## src/fpr_pkg.sv

```systemverilog
`timescale 1ns / 1ps
// ----------------------------------------------------------------------------
// FIFO page replacement package
// Shared sizes, constants and the cell chain record for the page replacement
// block.
// ----------------------------------------------------------------------------
package fpr_pkg;

  localparam int FRAMES    = 8;
  localparam int PAGE_BITS = 16;
  localparam int SLOT_W    = (FRAMES > 1) ? $clog2(FRAMES) : 1;
  localparam int FCNT_W    = $clog2(FRAMES + 1);
  localparam int CFG_W     = 4;
  localparam int CNT_W     = 32;
  localparam int OSLOT_W   = 3;
  localparam int OPAGE_W   = 16;
  localparam int IN_DATA_W = ((PAGE_BITS + 7) / 8) * 8;
  localparam int OUT_BITS  = OSLOT_W + 1 + OPAGE_W + 2 * CNT_W;
  localparam int OUT_DATA_W = ((OUT_BITS + 7) / 8) * 8;

  typedef struct packed {
    logic                 found;
    logic [SLOT_W-1:0]    hit_slot;
    logic [SLOT_W-1:0]    idx;
    logic                 ev_valid;
    logic [PAGE_BITS-1:0] ev_page;
  } chain_t;

endpackage

```

## src/fpr_cell.sv

```systemverilog
`timescale 1ns / 1ps
// ----------------------------------------------------------------------------
// Frame cell
// Holds one resident page, compares it against the request and passes the
// lookup and eviction results on to the next cell.
// ----------------------------------------------------------------------------
module fpr_cell (
  input  logic                           clk,
  input  logic                           rst_n,
  input  fpr_pkg::chain_t                chain_i,
  input  logic [fpr_pkg::PAGE_BITS-1:0]  page_i,
  input  logic [fpr_pkg::SLOT_W-1:0]     sel_slot_i,
  input  logic                           wr_en_i,
  input  logic [fpr_pkg::SLOT_W-1:0]     wr_slot_i,
  input  logic                           clr_i,
  output fpr_pkg::chain_t                chain_o
);

  logic [fpr_pkg::PAGE_BITS-1:0] page_r;
  logic                          valid_r;
  logic                          match;
  logic                          sel;
  logic                          wr_here;

  assign match   = valid_r && (page_r == page_i);
  assign sel     = valid_r && (chain_i.idx == sel_slot_i);
  assign wr_here = wr_en_i && (chain_i.idx == wr_slot_i);

  always_comb begin
    chain_o.found    = chain_i.found | match;
    chain_o.hit_slot = (!chain_i.found && match) ? chain_i.idx : chain_i.hit_slot;
    chain_o.idx      = chain_i.idx + fpr_pkg::SLOT_W'(1);
    chain_o.ev_valid = chain_i.ev_valid | sel;
    chain_o.ev_page  = chain_i.ev_page | (sel ? page_r : '0);
  end

  always_ff @(posedge clk) begin
    if (!rst_n) begin
      valid_r <= 1'b0;
    end else if (clr_i) begin
      valid_r <= 1'b0;
    end else if (wr_here) begin
      valid_r <= 1'b1;
    end
  end

  always_ff @(posedge clk) begin
    if (wr_here) begin
      page_r <= page_i;
    end
  end

endmodule

```

## src/fpr_sat_cnt.sv

```systemverilog
`timescale 1ns / 1ps
// ----------------------------------------------------------------------------
// Saturating event counter
// Counts events up to the all-ones value and reports the updated count.
// ----------------------------------------------------------------------------
module fpr_sat_cnt (
  input  logic                       clk,
  input  logic                       rst_n,
  input  logic                       inc_i,
  input  logic                       clr_i,
  output logic [fpr_pkg::CNT_W-1:0]  cnt_o
);

  logic [fpr_pkg::CNT_W-1:0] cnt_r;
  logic [fpr_pkg::CNT_W-1:0] cnt_nxt;

  always_comb begin
    cnt_nxt = cnt_r;
    if (inc_i && (cnt_r != '1)) begin
      cnt_nxt = cnt_r + fpr_pkg::CNT_W'(1);
    end
  end

  assign cnt_o = cnt_nxt;

  always_ff @(posedge clk) begin
    if (!rst_n) begin
      cnt_r <= '0;
    end else if (clr_i) begin
      cnt_r <= '0;
    end else begin
      cnt_r <= cnt_nxt;
    end
  end

endmodule

```

## src/fifo_page_replacement_top.sv

```systemverilog
`timescale 1ns / 1ps
// ----------------------------------------------------------------------------
// FIFO page replacement
// Fully associative frame set with in-order fill and round-robin replacement.
// ----------------------------------------------------------------------------
// The block takes one page reference per clock and returns its result in the
// cycle after acceptance; the lookup runs through a row of eight frame cells
// in the accepting cycle. The result sits in one output register, so a new request
// enters only in a cycle where that register is empty or being read; while a
// result is held back, the input stalls. A request with tlast set ends the
// string: its result carries the final counts, and afterwards the frames and
// counters start empty.
module fifo_page_replacement_top (
  input  logic                            clk,
  input  logic                            rst_n,
  input  logic                            cfg_we,
  input  logic [fpr_pkg::CFG_W-1:0]       cfg_wdata,
  input  logic                            in_tvalid,
  output logic                            in_tready,
  input  logic [fpr_pkg::IN_DATA_W-1:0]   in_tdata,   // page
  input  logic                            in_tlast,
  output logic                            out_tvalid,
  input  logic                            out_tready,
  output logic [fpr_pkg::OUT_DATA_W-1:0]  out_tdata,  // slot, evicted_valid,
                                                      // evicted_page, fault_count,
                                                      // hit_count, zero pad
  output logic                            out_tuser,  // hit
  output logic                            out_tlast
);

  localparam int NF = fpr_pkg::FRAMES;
  localparam int SW = fpr_pkg::SLOT_W;
  localparam int FW = fpr_pkg::FCNT_W;

  logic [fpr_pkg::CFG_W-1:0]      frames_in_use_r;
  logic [FW-1:0]                  filled_r;
  logic [FW-1:0]                  filled_nxt;
  logic [SW-1:0]                  ptr_r;
  logic [SW-1:0]                  ptr_nxt;
  logic [FW-1:0]                  eff;
  logic [FW-1:0]                  repl_plus;
  logic [SW-1:0]                  repl_slot;
  logic [SW-1:0]                  wr_slot;
  logic                           fill_mode;
  logic                           in_acc;
  logic                           miss;
  logic                           clr;
  logic [fpr_pkg::PAGE_BITS-1:0]  page;
  logic                           ev_valid;
  logic [fpr_pkg::PAGE_BITS-1:0]  ev_page;
  logic [SW-1:0]                  res_slot;
  logic [fpr_pkg::CNT_W-1:0]      fault_cnt;
  logic [fpr_pkg::CNT_W-1:0]      hit_cnt;
  fpr_pkg::chain_t                chain [NF+1];

  logic                           out_valid_r;
  logic                           out_hit_r;
  logic [fpr_pkg::OSLOT_W-1:0]    out_slot_r;
  logic                           out_ev_valid_r;
  logic [fpr_pkg::OPAGE_W-1:0]    out_ev_page_r;
  logic [fpr_pkg::CNT_W-1:0]      out_faults_r;
  logic [fpr_pkg::CNT_W-1:0]      out_hits_r;
  logic                           out_last_r;

  assign in_tready = !out_valid_r || out_tready;
  assign in_acc    = in_tvalid && in_tready;
  assign page      = in_tdata[fpr_pkg::PAGE_BITS-1:0];
  assign clr       = in_acc && in_tlast;

  always_comb begin
    if (frames_in_use_r == '0) begin
      eff = FW'(1);
    end else if (32'(frames_in_use_r) > NF) begin
      eff = FW'(NF);
    end else begin
      eff = FW'(frames_in_use_r);
    end
  end

  assign fill_mode = filled_r < eff;
  assign repl_slot = (FW'(ptr_r) < eff) ? ptr_r : '0;
  assign repl_plus = FW'(repl_slot) + FW'(1);
  assign wr_slot   = fill_mode ? SW'(filled_r) : repl_slot;

  assign chain[0] = '0;

  for (genvar g = 0; g < NF; g++) begin : g_cell
    fpr_cell u_cell (
      .clk        (clk),
      .rst_n      (rst_n),
      .chain_i    (chain[g]),
      .page_i     (page),
      .sel_slot_i (repl_slot),
      .wr_en_i    (in_acc && miss),
      .wr_slot_i  (wr_slot),
      .clr_i      (clr),
      .chain_o    (chain[g+1])
    );
  end

  assign miss     = !chain[NF].found;
  assign ev_valid = miss && !fill_mode && chain[NF].ev_valid;
  assign ev_page  = ev_valid ? chain[NF].ev_page : '0;
  assign res_slot = miss ? wr_slot : chain[NF].hit_slot;

  always_comb begin
    filled_nxt = filled_r;
    ptr_nxt    = ptr_r;
    if (miss) begin
      if (fill_mode) begin
        filled_nxt = filled_r + FW'(1);
      end else begin
        ptr_nxt = (repl_plus >= eff) ? '0 : SW'(repl_plus);
      end
    end
  end

  fpr_sat_cnt u_faults (
    .clk   (clk),
    .rst_n (rst_n),
    .inc_i (in_acc && miss),
    .clr_i (clr),
    .cnt_o (fault_cnt)
  );

  fpr_sat_cnt u_hits (
    .clk   (clk),
    .rst_n (rst_n),
    .inc_i (in_acc && !miss),
    .clr_i (clr),
    .cnt_o (hit_cnt)
  );

  always_ff @(posedge clk) begin
    if (!rst_n) begin
      frames_in_use_r <= fpr_pkg::CFG_W'(NF);
    end else if (cfg_we) begin
      frames_in_use_r <= cfg_wdata;
    end
  end

  always_ff @(posedge clk) begin
    if (!rst_n) begin
      filled_r <= '0;
      ptr_r    <= '0;
    end else if (clr) begin
      filled_r <= '0;
      ptr_r    <= '0;
    end else if (in_acc) begin
      filled_r <= filled_nxt;
      ptr_r    <= ptr_nxt;
    end
  end

  always_ff @(posedge clk) begin
    if (!rst_n) begin
      out_valid_r <= 1'b0;
    end else if (in_acc) begin
      out_valid_r <= 1'b1;
    end else if (out_tready) begin
      out_valid_r <= 1'b0;
    end
  end

  always_ff @(posedge clk) begin
    if (in_acc) begin
      out_hit_r      <= !miss;
      out_slot_r     <= fpr_pkg::OSLOT_W'(res_slot);
      out_ev_valid_r <= ev_valid;
      out_ev_page_r  <= fpr_pkg::OPAGE_W'(ev_page);
      out_faults_r   <= fault_cnt;
      out_hits_r     <= hit_cnt;
      out_last_r     <= in_tlast;
    end
  end

  assign out_tvalid = out_valid_r;
  assign out_tuser  = out_hit_r;
  assign out_tlast  = out_last_r;
  assign out_tdata  = fpr_pkg::OUT_DATA_W'({out_hits_r, out_faults_r, out_ev_page_r,
                                            out_ev_valid_r, out_slot_r});

`ifndef NO_ASSERTIONS
  a_clear_after_last: assert property (@(posedge clk) disable iff (!rst_n)
    in_acc && in_tlast |=> filled_r == '0 && ptr_r == '0)
    else $error("Fill count or pointer not cleared after the last request.");

  a_filled_bound: assert property (@(posedge clk) disable iff (!rst_n)
    32'(filled_r) <= NF)
    else $error("Fill count exceeds the number of frames.");

  a_hit_no_evict: assert property (@(posedge clk) disable iff (!rst_n)
    out_valid_r && out_hit_r |-> !out_ev_valid_r && out_ev_page_r == '0)
    else $error("A hit reported an eviction.");

  a_stall_blocks: assert property (@(posedge clk) disable iff (!rst_n)
    out_valid_r && !out_tready |-> !in_tready)
    else $error("Request accepted while a result is stalled.");
`endif

endmodule
```

## config.mk

```make
export PLATFORM = sky130hd
export DESIGN_NAME = fifo_page_replacement_top
export DESIGN_NICKNAME = d
export VERILOG_FILES = /design/src/fpr_pkg.sv /design/src/fpr_cell.sv /design/src/fpr_sat_cnt.sv /design/src/fifo_page_replacement_top.sv
export SDC_FILE = /design/constraint.sdc
export NUM_CORES = 1
export LEC_CHECK = 0
export BUFFER_PORTS_ARGS = -buffer_cell sky130_fd_sc_hd__buf_2
export CAP_MARGIN = 20
export CORE_MARGIN = 3
export CORE_UTILIZATION = 37
export CTS_CLUSTER_SIZE = 10
export DETAILED_ROUTE_END_ITERATION = 7
export HOLD_SLACK_MARGIN = 0.08
export SETUP_SLACK_MARGIN = 0.05
export SLEW_MARGIN = 20
export SYNTH_ARGS = -nofsm -noshare
export SYNTH_HDL_FRONTEND = slang
export SYNTH_SLANG_ARGS = --single-unit
```

## constraint.sdc

```tcl
create_clock -name clk -period 5.2 [get_ports clk]
set_input_delay 1.04 -clock clk [delete_from_list [all_inputs] [get_ports clk]]
set_output_delay 1.04 -clock clk [all_outputs]
set_load 0.05 [all_outputs]
```

==> After elaboration in Yosys (flattened, before gate mapping) <==
Cells that the tools add are included.
{ "totals": {"mem_bits_ro": 0, "latchBits": 0, "n_memories": 0, "in_bits": 26, "regBits": 298, "ram_bits": 0} }
{ "op_classes": {"shifts": 0, "magnitude_cmp": 4, "muxes": 25, "bitwise_logic": 24, "eq_ne": 24, "add_sub_neg": 4, "multipliers": 0, "reduce_logical": 57, "div_mod_pow": 0} }
{ "op_table": {"columns": ["cell", "count"], "rows": [
  ["$eq A16 B16 Y1", 8],
  ["$mux W16", 8],
  ["$or A16 B16 Y16", 7],
  ["$add A32 B1 Y32 const B", 2],
  ["$mux W32", 2],
  ["$ne A32 B32 Y1 const B", 2],
  ["$logic_and A1 B1 Y1", 39],
  ["$eq A3 B3 Y1 const A", 8],
  ["$mux W3", 8],
  ["$or A1 B1 Y1", 14],
  ["$eq A2 B3 Y1 const A", 4],
  ["$logic_not A1 Y1", 10],
  ["$mux W4", 2],
  ["$eq A1 B3 Y1 const A", 2],
  ["$logic_not A3 Y1", 2],
  ["$reduce_and A3 Y1", 2],
  ["$add A3 B1 Y4 const B", 1],
  ["$add A4 B1 Y4 const B", 1],
  ["$ge A4 B4 Y1", 1],
  ["$gt A4 B4 Y1 const B", 1],
  ["$logic_not A4 Y1", 1],
  ["$lt A3 B4 Y1", 1],
  ["$lt A4 B4 Y1", 1],
  ["$mux W2", 2],
  ["other kinds (5)", 9]
]} }

==> Depth between registers and ports, before layout <==
Gate-level depths: netlist (run 1).
{ "depth": {"depth_word": 15, "depth_mapped": 16, "mapped_depth_nobuf": 13} }

==> Modules after synthesis <==
From an unflattened synthesis (run 1), not the netlist that was laid out.
{ "hier_totals": {"cells_unflattened": 1355, "area_unflattened_um2": 15601.2} }
{ "modules_own_cells": {"columns": ["module", "seq_area_each_um2", "instances", "area_each_um2", "cells_per_inst"], "rows": [
  ["fpr_cell", 500.5, 8, 1001.0, 82],
  ["fpr_sat_cnt", 640.6, 2, 1956.9, 239],
  ["fifo_page_replacement_top", 2822.7, 1, 3679.8, 221]
]} }

==> Worst setup path after synthesis (run 1) <==
Ideal clock, no wire load.
{ "synth_path": {"kind": "input-to-reg", "from": "input out_tready", "to": "register out_faults_r[31] (netlist name), data pin", "required_ns": 4.934, "arrival_ns": 5.243, "setup_ns": 0.266, "n_path_buf": 2, "setup_slack_ns": -0.309, "cell_stages": 10, "path_cell_list": "nand2b_1 nand2_1 clkinv_1 o31a_1 and4_1 clkbuf_1 nand3_1 clkbuf_1 nor3_1 xnor2_1"} }
{ "synth_between": {"elab_chain_len": 5} }
{ "synth_rtl": {"columns": ["item", "line", "rtl"], "rows": [
  ["start, declared", "fifo_page_replacement_top.sv:23", "input logic out_tready,"],
  ["$logic_or A1 B1 Y1", "fifo_page_replacement_top.sv:65", "assign in_tready = !out_valid_r || out_tready;"],
  ["$logic_and A1 B1 Y1", "fifo_page_replacement_top.sv:66", "assign in_acc = in_tvalid && in_tready;"],
  ["net in_acc", "fifo_page_replacement_top.sv:45", "logic in_acc;"],
  ["$logic_and A1 B1 Y1", "fifo_page_replacement_top.sv:121", ".inc_i (in_acc && miss),"],
  ["$logic_and A1 B1 Y1", "fpr_sat_cnt.sv:19", "if (inc_i && (cnt_r != '1)) begin"],
  ["$mux W32", "fpr_sat_cnt.sv:19", null],
  ["net fault_cnt (one bit)", "fifo_page_replacement_top.sv:52", "logic [fpr_pkg::CNT_W-1:0] fault_cnt;"],
  ["end signal, assigned", "fifo_page_replacement_top.sv:171", "out_faults_r <= fault_cnt;"],
  ["end, declared", "fifo_page_replacement_top.sv:61", "logic [fpr_pkg::CNT_W-1:0] out_faults_r;"]
]} }
The timed path passes the listed nets, and every way through them passes these cells.
A chain may end at the register's enable or synchronous reset.

==> Final worst setup path (run 1) <==
{ "layout_path": {"from": "register frames_in_use_r[3] (netlist name)", "to": "register ptr_r[1]"} }
{ "layout_between": {"elab_chain_len": 8, "elab_cells_between_ends": 12} }
{ "layout_rtl": {"columns": ["item", "line", "rtl"], "rows": [
  ["start, declared", "fifo_page_replacement_top.sv:35", "logic [fpr_pkg::CFG_W-1:0] frames_in_use_r;"],
  ["start signal, assigned", "fifo_page_replacement_top.sv:136", "frames_in_use_r <= fpr_pkg::CFG_W'(NF);"],
  ["start signal, assigned", "fifo_page_replacement_top.sv:138", "frames_in_use_r <= cfg_wdata;"],
  ["$gt A4 B4 Y1", "fifo_page_replacement_top.sv:73", "end else if (32'(frames_in_use_r) > NF) begin"],
  ["$mux W4", "fifo_page_replacement_top.sv:73", null],
  ["$mux W4 *", "fifo_page_replacement_top.sv:71", "if (frames_in_use_r == '0) begin"],
  ["$lt A3 B4 Y1", "fifo_page_replacement_top.sv:81", "assign repl_slot = (FW'(ptr_r) < eff) ? ptr_r : '0;"],
  ["$mux W3", "fifo_page_replacement_top.sv:81", null],
  ["$add A3 B1 Y4", "fifo_page_replacement_top.sv:82", "assign repl_plus = FW'(repl_slot) + FW'(1);"],
  ["$ge A4 B4 Y1", "fifo_page_replacement_top.sv:113", "ptr_nxt = (repl_plus >= eff) ? '0 : SW'(repl_plus);"],
  ["$mux W3", "fifo_page_replacement_top.sv:113", null],
  ["end signal, assigned", "fifo_page_replacement_top.sv:151", "ptr_r <= ptr_nxt;"],
  ["end, declared", "fifo_page_replacement_top.sv:38", "logic [SW-1:0] ptr_r;"]
]} }
Every way passes the cells marked *; elsewhere a longest branch is shown, timed or not.

==> results of run 1 <==
worst max path at each step:
stage / depth (start not counted) / from / endpoint / slack [ps]
after floorplan: 10 / out_tready / out_faults_r[31] / 770
after global placement: 13 / frames_in_use_r[3] / ptr_r[1] / 970
after detailed placement: 12 / in_tdata[13] / g_cell[0].u_cell.page_r[12] / 1020
after CTS: 13 / frames_in_use_r[3] / ptr_r[1] / 1200
after global routing: 13 / frames_in_use_r[3] / ptr_r[1] / 910
final: 13 / frames_in_use_r[3] / ptr_r[1] / 1210
through the flow:
stage,power (mW),instance area [sq um]
after floorplan,3.00,13900
after global placement,3.15,15000
after detailed placement,3.16,15000
after CTS,5.59,16100
after global routing,5.72,16100
final,5.52,16100
worst max-delay path, delay by kind of cell, from the launching register on:
family | cells | cell delay (ps)
compound gates | 5 | 1610
simple gates | 4 | 930
fa+ha+maj | 3 | 870
flops | 1 | 330
buf+inv | 1 | 180
layer usage:
metal	routed length, um	part of all wire	up-vias
li1	-	-	4661
met1	16700	0.41	4863
met2	19300	0.48	400
met3	2840	0.071	85
met4	1350	0.034	0
met5	0	0	-
kinds of logic (layout without fill, tap and decap cells):
| logic type | Yosys count | count (layout) | synth area share |
|---|---|---|---|
| AND/OR/NAND/NOR | 432 | 432 | 0.176 |
| other | 1 | 4 | 0.000270 |
| AO/OA/AOI/OAI | 165 | 165 | 0.0828 |
| flip-flops | 298 | 298 | 0.584 |
| XOR/XNOR | 165 | 165 | 0.104 |
| adder cells (fa/ha/maj) | 13 | 13 | 0.0117 |
| multiplexers | 21 | 21 | 0.0154 |
| buffers and inverters | 79 | 220 | 0.0254 |
cells in the final DEF, fill, tap and decap left out, types with 4 or more instances in the layout:
cell       synthesis  final
a22oi_1           16     16
nand3_1           44     44
nor2_1            44     43
or4b_1             5      5
nand4_1           61     61
a222oi_1          32     32
and4_1            13     13
clkbuf_16          0     39
a21oi_1           32     32
a31oi_1           16     16
xnor2_1          121    121
nor2b_1            5      5
conb_1             1      4
and3_1            17     17
or4_1             18     18
o21ai_0           40     40
edfxtp_1         214    214
buf_2             15    113
nand2b_1          16     16
or2_2              8      8
mux2i_1           18     18
inv_1             17     17
buf_4              8     27
nor4_1             6      6
or3_1             36     36
nand2_1           95     95
dfxtp_1           84     84
and2_1            25     24
clkbuf_1          30     16
xor2_1            44     44
ha_1              13     13
nor3_1            16     16
nor3b_1           11     11
final cells by class:
type	count	area [sq um]	share of cell area
Tap cell	468	586	0.0364
Clock inverter	6	81.3	0.00506
Inverter	19	73.8	0.00459
Timing Repair Buffer	140	768	0.0478
Clock buffer	55	1040	0.0644
Multi-Input combinational cell	800	5430	0.338
Sequential cell	298	8110	0.504
state kept, by name, summed over array words and instances, names as in the netlist, 3 cells and up:
register / cells
g_cell.u_cell.page_r: 128
out_faults_r: 32
out_hits_r: 32
u_faults.cnt_r: 32
u_hits.cnt_r: 32
out_ev_page_r: 16
g_cell.u_cell.valid_r: 8
filled_r: 4
frames_in_use_r: 4
out_slot_r: 3
ptr_r: 3
power groups by stage:
stage,Combinational [mW],Clock [mW],Sequential [mW]
after floorplan,0.200,0,2.80
after global placement,0.469,0,2.69
after detailed placement,0.470,0,2.69
after CTS,0.472,2.48,2.64
after global routing,0.498,2.58,2.64
final,0.471,2.42,2.64
==> impl_metrics.csv, run 1 <==
group,metric,value,unit
sta,whs,471,ps
sta,fin_ws,1210,ps
worst_setup_path,r2r-end,"ptr_r[1]",
place,pre_cts_ws,1020,ps
synthesis,synth_warnings,0,
grt,overflow,0,
cells_and_area,antenna_cells,0,
clocking,cts_max_level,2,
floorplan,die_area,39900,sq um
synthesis,syn_area,13900,sq um
synthesis,yosysTopAreaCell,"edfxtp_1",
clocking,postCtsSetupBuffers,0,
sta,period_minus_slack,3990,ps
worst_setup_path,r2r_start,"frames_in_use_r[3]",
sta,fmax,251,MHz
place,dp.cells,1725,
hold_path,worstHoldStart,"u_hits.cnt_r[10]",
worst_setup_path,worstSetupPathType,"reg -> reg",
synthesis,synth_area_leaders,"edfxtp_1 (46%), dfxtp_1 (12%), xnor2_1 (7.6%)",
run_status,outcome,"complete, no violations",
cells_and_area,area_delta_synth_final,15.9,%
cells_and_area,utilization,0.437,
worst_setup_path,critPathRequiredTime,5690,ps
worst_setup_path,cp_slowest_cell,"a2111oi_1",
sta,hold_violations,0,
power_and_ir_drop,switching_power,1.34,mW
synthesis,netlist.area_leader.share,0.463,
synthesis,synth_most_common_cell,"edfxtp_1",
route,vias,10009,
route,routed_via_density,5.60,
sta,fin_crit_sh,0.767,
power_and_ir_drop,pwr-share-clk,0.437,
place,portBuffers,113,
hold_path,hold_class,"reg -> reg",
floorplan,start_util,0.377,
synthesis,synth_edf_count,214,
route,drtAntennaViolNets,0,
worst_setup_path,worst-endpoint-arrival,4480,ps
worst_setup_path,reg2reg_depth,13,
route,drc,0,
synthesis,async_flop_share,0,
hold_path,holdPathEnd,"u_hits.cnt_r[10]",
clocking,cts_buffers,37,
sta,tightest_slew,1060,ps
cells_and_area,drive_above_1_share,0.160,
grt,grt_max_degree,56,
synthesis,synth_flop_cell,"edfxtp_1",
place,post-dp-hpwl,28800,um
power_and_ir_drop,vdd_drop_max,0.236,mV
synthesis,yosys.cell_types.count,63,
clocking,clock_sinks,298,
worst_setup_path,max_stage_delay,710,ps
grt,grt_pass1_wl,59800,um
worst_setup_path,r2r_slack,1210,ps
route,wl_per_cell,22.5,um
clocking,cts_tree,"built",
synthesis,synth_common_cells,"edfxtp_1 (214), xnor2_1 (121), nand2_1 (95)",
grt,antenna_found_initial,0,
route,drt_iter0_drc,963,
floorplan,rows,70,
grt,grtUsageMet1,0.255,
synthesis,synth.avg_cell_area,11.8,sq um
sta,final-setup-viol-count,0,
grt,use_met2,0.333,
power_and_ir_drop,powerDensity,344,nW/um^2
worst_setup_path,critPathMaxFanout,7,
power_and_ir_drop,swShare,0.242,
clocking,clock-root-buffer,"clkbuf_16",
job,maxCapViolCount,0,
worst_setup_path,crit_path_end_kind,"flip-flop",
route,totalWireLength,40200,um
cells_and_area,fin_cells,1786,
floorplan,core_area,36800,sq um
sta,grt_setup_unrepaired,"no",
clocking,cts_buffer_depth,3,
cells_and_area,nFillCells,3434,
grt,grt.total_usage,0.200,
grt,grt_util_met3,0.0448,
synthesis,syn_inst,1174,
hold_path,whs_path_depth,2,
floorplan,dieHeight,200,um
sta,slew_headroom,0.289,
synthesis,ys_seq_area_frac,0.584,
worst_setup_path,crit_chain,"inv_1 -> nand2_1 -> ha_1 -> nor2_1 -> a211oi_1 -> o21ai_0 -> and3_1 -> ha_1 -> ha_1 -> a21o_1 -> a2111oi_1 -> and4_1 -> a31o_2",
clocking,cts_resized,0,
floorplan,pin_count,118,
route,first_pass_iters,6,
sta,tns,0,ps
power_and_ir_drop,leakage,5.62,nW
cells_and_area,nNetsFinal,1335,
power_and_ir_drop,intPower,4.19,mW
grt,grt_most_used_layer,"met2",
clocking,postCtsHoldBufs,0,
floorplan,die_w,200,um
grt,grt_pass1_vias,9620,
place,routabilityCongestion,1.08,
clocking,clkTransAtPathRegs,60,ps
sta,clock-skew-final,12.9,ps
power_and_ir_drop,power_frac_seq,0.477,
power_and_ir_drop,p_comb_frac,0.085,
synthesis,ys_ff_latch,298,
sta,slew_viol_final,0,
clocking,clk_latency,540,ps
worst_setup_path,startpoint_type,"flip-flop",
worst_setup_path,crit_top_cell,"ha_1",
Note: power is estimated with default switching activity, not from simulation.
==> inputs of run 2 (changes only) <==
Settings changed: ABC_AREA set to 1.
Clock period 5.2 ns to 3.4 ns, I/O delays scaled along.
==> run 2 against run 1 <==
  * Total power increased by 62%
  * Synthesized cell count increased by 71%
  * Routed wire length increased by 42%
  * Clock power increased by 62%
  * Flip-flop and latch count unchanged
  * Largest cell class unchanged
  * Clock skew increased by 10 ps
  * Critical endpoint is now out_ev_page_r[14]
  * Clock-buffer cell count increased by 3
  * Worst setup slack got worse by 950 ps
  * Global-route usage increased by 4.2 points
  * Final cell count increased by 60%
  * Via count increased by 47%
  * Largest power group unchanged
  * Combinational power increased by 110%
==> impl_metrics.csv, run 2 <==
group,metric,value,unit
power_and_ir_drop,p_comb_frac,0.108,
sta,clock-skew-final,23.2,ps
power_and_ir_drop,total_power,8.95,mW
job,maxCapViolCount,0,
clocking,clkTransAtPathRegs,50,ps
place,pre_cts_ws,-23.5,ps
floorplan,core_area,43400,sq um
synthesis,synth_common_cells,"nand2_1 (564), inv_1 (253), nor2_1 (240)",
sta,slew_headroom,0.529,
worst_setup_path,startpoint_type,"flip-flop",
power_and_ir_drop,swShare,0.264,
synthesis,synth_flop_cell,"edfxtp_1",
power_and_ir_drop,power_frac_seq,0.453,
grt,overflow,0,
clocking,postCtsSetupBuffers,0,
synthesis,synth_area_leaders,"edfxtp_1 (39%), nand2_1 (13%), dfxtp_1 (10%)",
power_and_ir_drop,intPower,6.59,mW
route,drc,0,
worst_setup_path,r2r_slack,260,ps
floorplan,start_util,0.377,
synthesis,synth_most_common_cell,"nand2_1",
clocking,clock-root-buffer,"clkbuf_16",
cells_and_area,nNetsFinal,2285,
run_status,outcome,"complete, no violations",
clocking,postCtsHoldBufs,0,
sta,final-setup-viol-count,0,
hold_path,hold_class,"in -> reg",
clocking,cts_max_level,2,
sta,tightest_slew,701,ps
route,wl_per_cell,20.0,um
power_and_ir_drop,switching_power,2.36,mW
sta,period_minus_slack,3140,ps
power_and_ir_drop,pwr-share-clk,0.439,
route,drt_iter0_drc,1355,
worst_setup_path,critPathRequiredTime,3710,ps
floorplan,rows,76,
route,drtAntennaViolNets,0,
synthesis,netlist.area_leader.share,0.394,
synthesis,ys_ff_latch,298,
clocking,cts_buffers,38,
synthesis,async_flop_share,0,
grt,grt_pass1_vias,14358,
power_and_ir_drop,powerDensity,453,nW/um^2
place,portBuffers,113,
clocking,cts_resized,0,
power_and_ir_drop,leakage,8.66,nW
floorplan,pin_count,118,
clocking,cts_tree,"built",
route,totalWireLength,57200,um
synthesis,synth_warnings,0,
floorplan,dieHeight,216,um
grt,grt_max_degree,63,
cells_and_area,top_register,"g_cell.u_cell.page_r",
worst_setup_path,worst-endpoint-arrival,3450,ps
cells_and_area,antenna_cells,0,
route,first_pass_iters,6,
floorplan,die_w,216,um
route,routed_via_density,5.13,
sta,grt_setup_unrepaired,"no",
cells_and_area,largest_reg_flops,128,
synthesis,yosys.cell_types.count,53,
sta,fmax,319,MHz
synthesis,yosysTopAreaCell,"edfxtp_1",
cells_and_area,utilization,0.455,
place,routabilityCongestion,0.979,
clocking,cts_buffer_depth,3,
clocking,clock_sinks,298,
cells_and_area,final_cell_mix,"nand2_1 (564), inv_1 (252), nor2_1 (240), edfxtp_1 (214), buf_2 (113)",
sta,hold_violations,0,
cells_and_area,fin_cells,2857,
place,post-dp-hpwl,45400,um
cells_and_area,layout_commonest_cell,"nand2_1",
synthesis,synth.avg_cell_area,8.12,sq um
cells_and_area,drive_above_1_share,0.158,
grt,grt.total_usage,0.242,
synthesis,syn_inst,2010,
worst_setup_path,worstSetupPathType,"reg -> reg",
power_and_ir_drop,vdd_drop_max,0.533,mV
synthesis,ys_seq_area_frac,0.497,
worst_setup_path,critPathMaxFanout,10,
synthesis,syn_area,16300,sq um
floorplan,die_area,46700,sq um
grt,antenna_found_initial,0,
cells_and_area,nFillCells,4377,
sta,fin_crit_sh,0.922,
cells_and_area,area_delta_synth_final,20.9,%
synthesis,synth_edf_count,214,
sta,tns,0,ps
place,dp.cells,2791,
sta,slew_viol_final,0,
route,vias,14667,
sta,fin_ws,264,ps
worst_setup_path,crit_path_end_kind,"flip-flop",
grt,grt_pass1_wl,86000,um
clocking,clk_latency,560,ps
==> run 2: cell count changes in the layout (fill, tap and decap cells not counted), moves of 18 or more <==
cell      change
xnor2_1      -98
inv_1       +235
nand2_1     +469
or3_1        -35
nor2_1      +197
buf_12       +19
a21oi_1      +35
mux2i_1      -18
a222oi_1     -32
nor3_1       +39
nand4_1      +31
buf_4        +85
nand3_1      +59
or4_1        -18
==> run 2: cell families (layout without fill, tap and decap cells) <==
logic type	after synthesis	in the layout	synth area share
AND/OR/NAND/NOR	1144	1144	0.314
buffers and inverters	323	582	0.0820
flip-flops	298	298	0.497
AO/OA/AOI/OAI	159	159	0.0572
XOR/XNOR	72	72	0.0400
adder cells (fa/ha/maj)	13	13	0.00996
other	1	4	0.000230
==> run 2: area by class of cell <==
cell class,count,area (sq um),share of cell area
Clock buffer,58,1080,0.0546
Clock inverter,8,111,0.00564
Inverter,272,1030,0.0521
Multi-Input combinational cell,1392,6900,0.350
Sequential cell,298,8110,0.411
Tap cell,585,732,0.0371
Timing Repair Buffer,244,1790,0.0905
==> run 2: worst max-delay path, stage by stage (launching register included) <==
cell and delay [ps]:
dfxtp_1 380, nand2_1 120, ha_1 290, o21ai_1 60, nand2_1 70, nand3_1 60
nand2_1 170, nor2_1 110, nand2_1 140, inv_1 60, nand3_1 190, inv_1 130
buf_4 200, nand2_1 90, nand2_1 60, nor3_1 520, buf_4 210, nor2_1 40
==> run 2: power groups by stage <==
stage	logic [mW]	clock network (mW)	registers, mW
after global routing	1.04	4.16	4.06
final	0.969	3.93	4.05
after CTS	0.964	4.03	4.05
after global placement	0.962	0	4.13
after detailed placement	0.961	0	4.13
after floorplan	0.433	0	4.28
==> run 2: metrics by stage <==
stage          cell area, sq um  hold slack (ps)
6_report                  19700              312
5_1_grt                   19700              297
4_1_cts                   19700              272
3_5_place_dp              18600              484
3_3_place_gp              18600              476
2_1_floorplan             16300              457
==> run 2: worst paths after layout <==
check                                   startpoint                end  depth (start not counted)
worst min register to register    u_hits.cnt_r[31]   u_hits.cnt_r[31]                          2
worst min-delay path                      in_tlast          out_tlast                          1
worst max register to register  frames_in_use_r[1]  out_ev_page_r[14]                         17
worst max-delay path            frames_in_use_r[1]  out_ev_page_r[14]                         17
==> run 2: routing by layer <==
metal,wire [um],global-route usage
met5,0,0
met4,1540,0.0757
met3,4210,0.0367
met2,25900,0.388
met1,25600,0.337
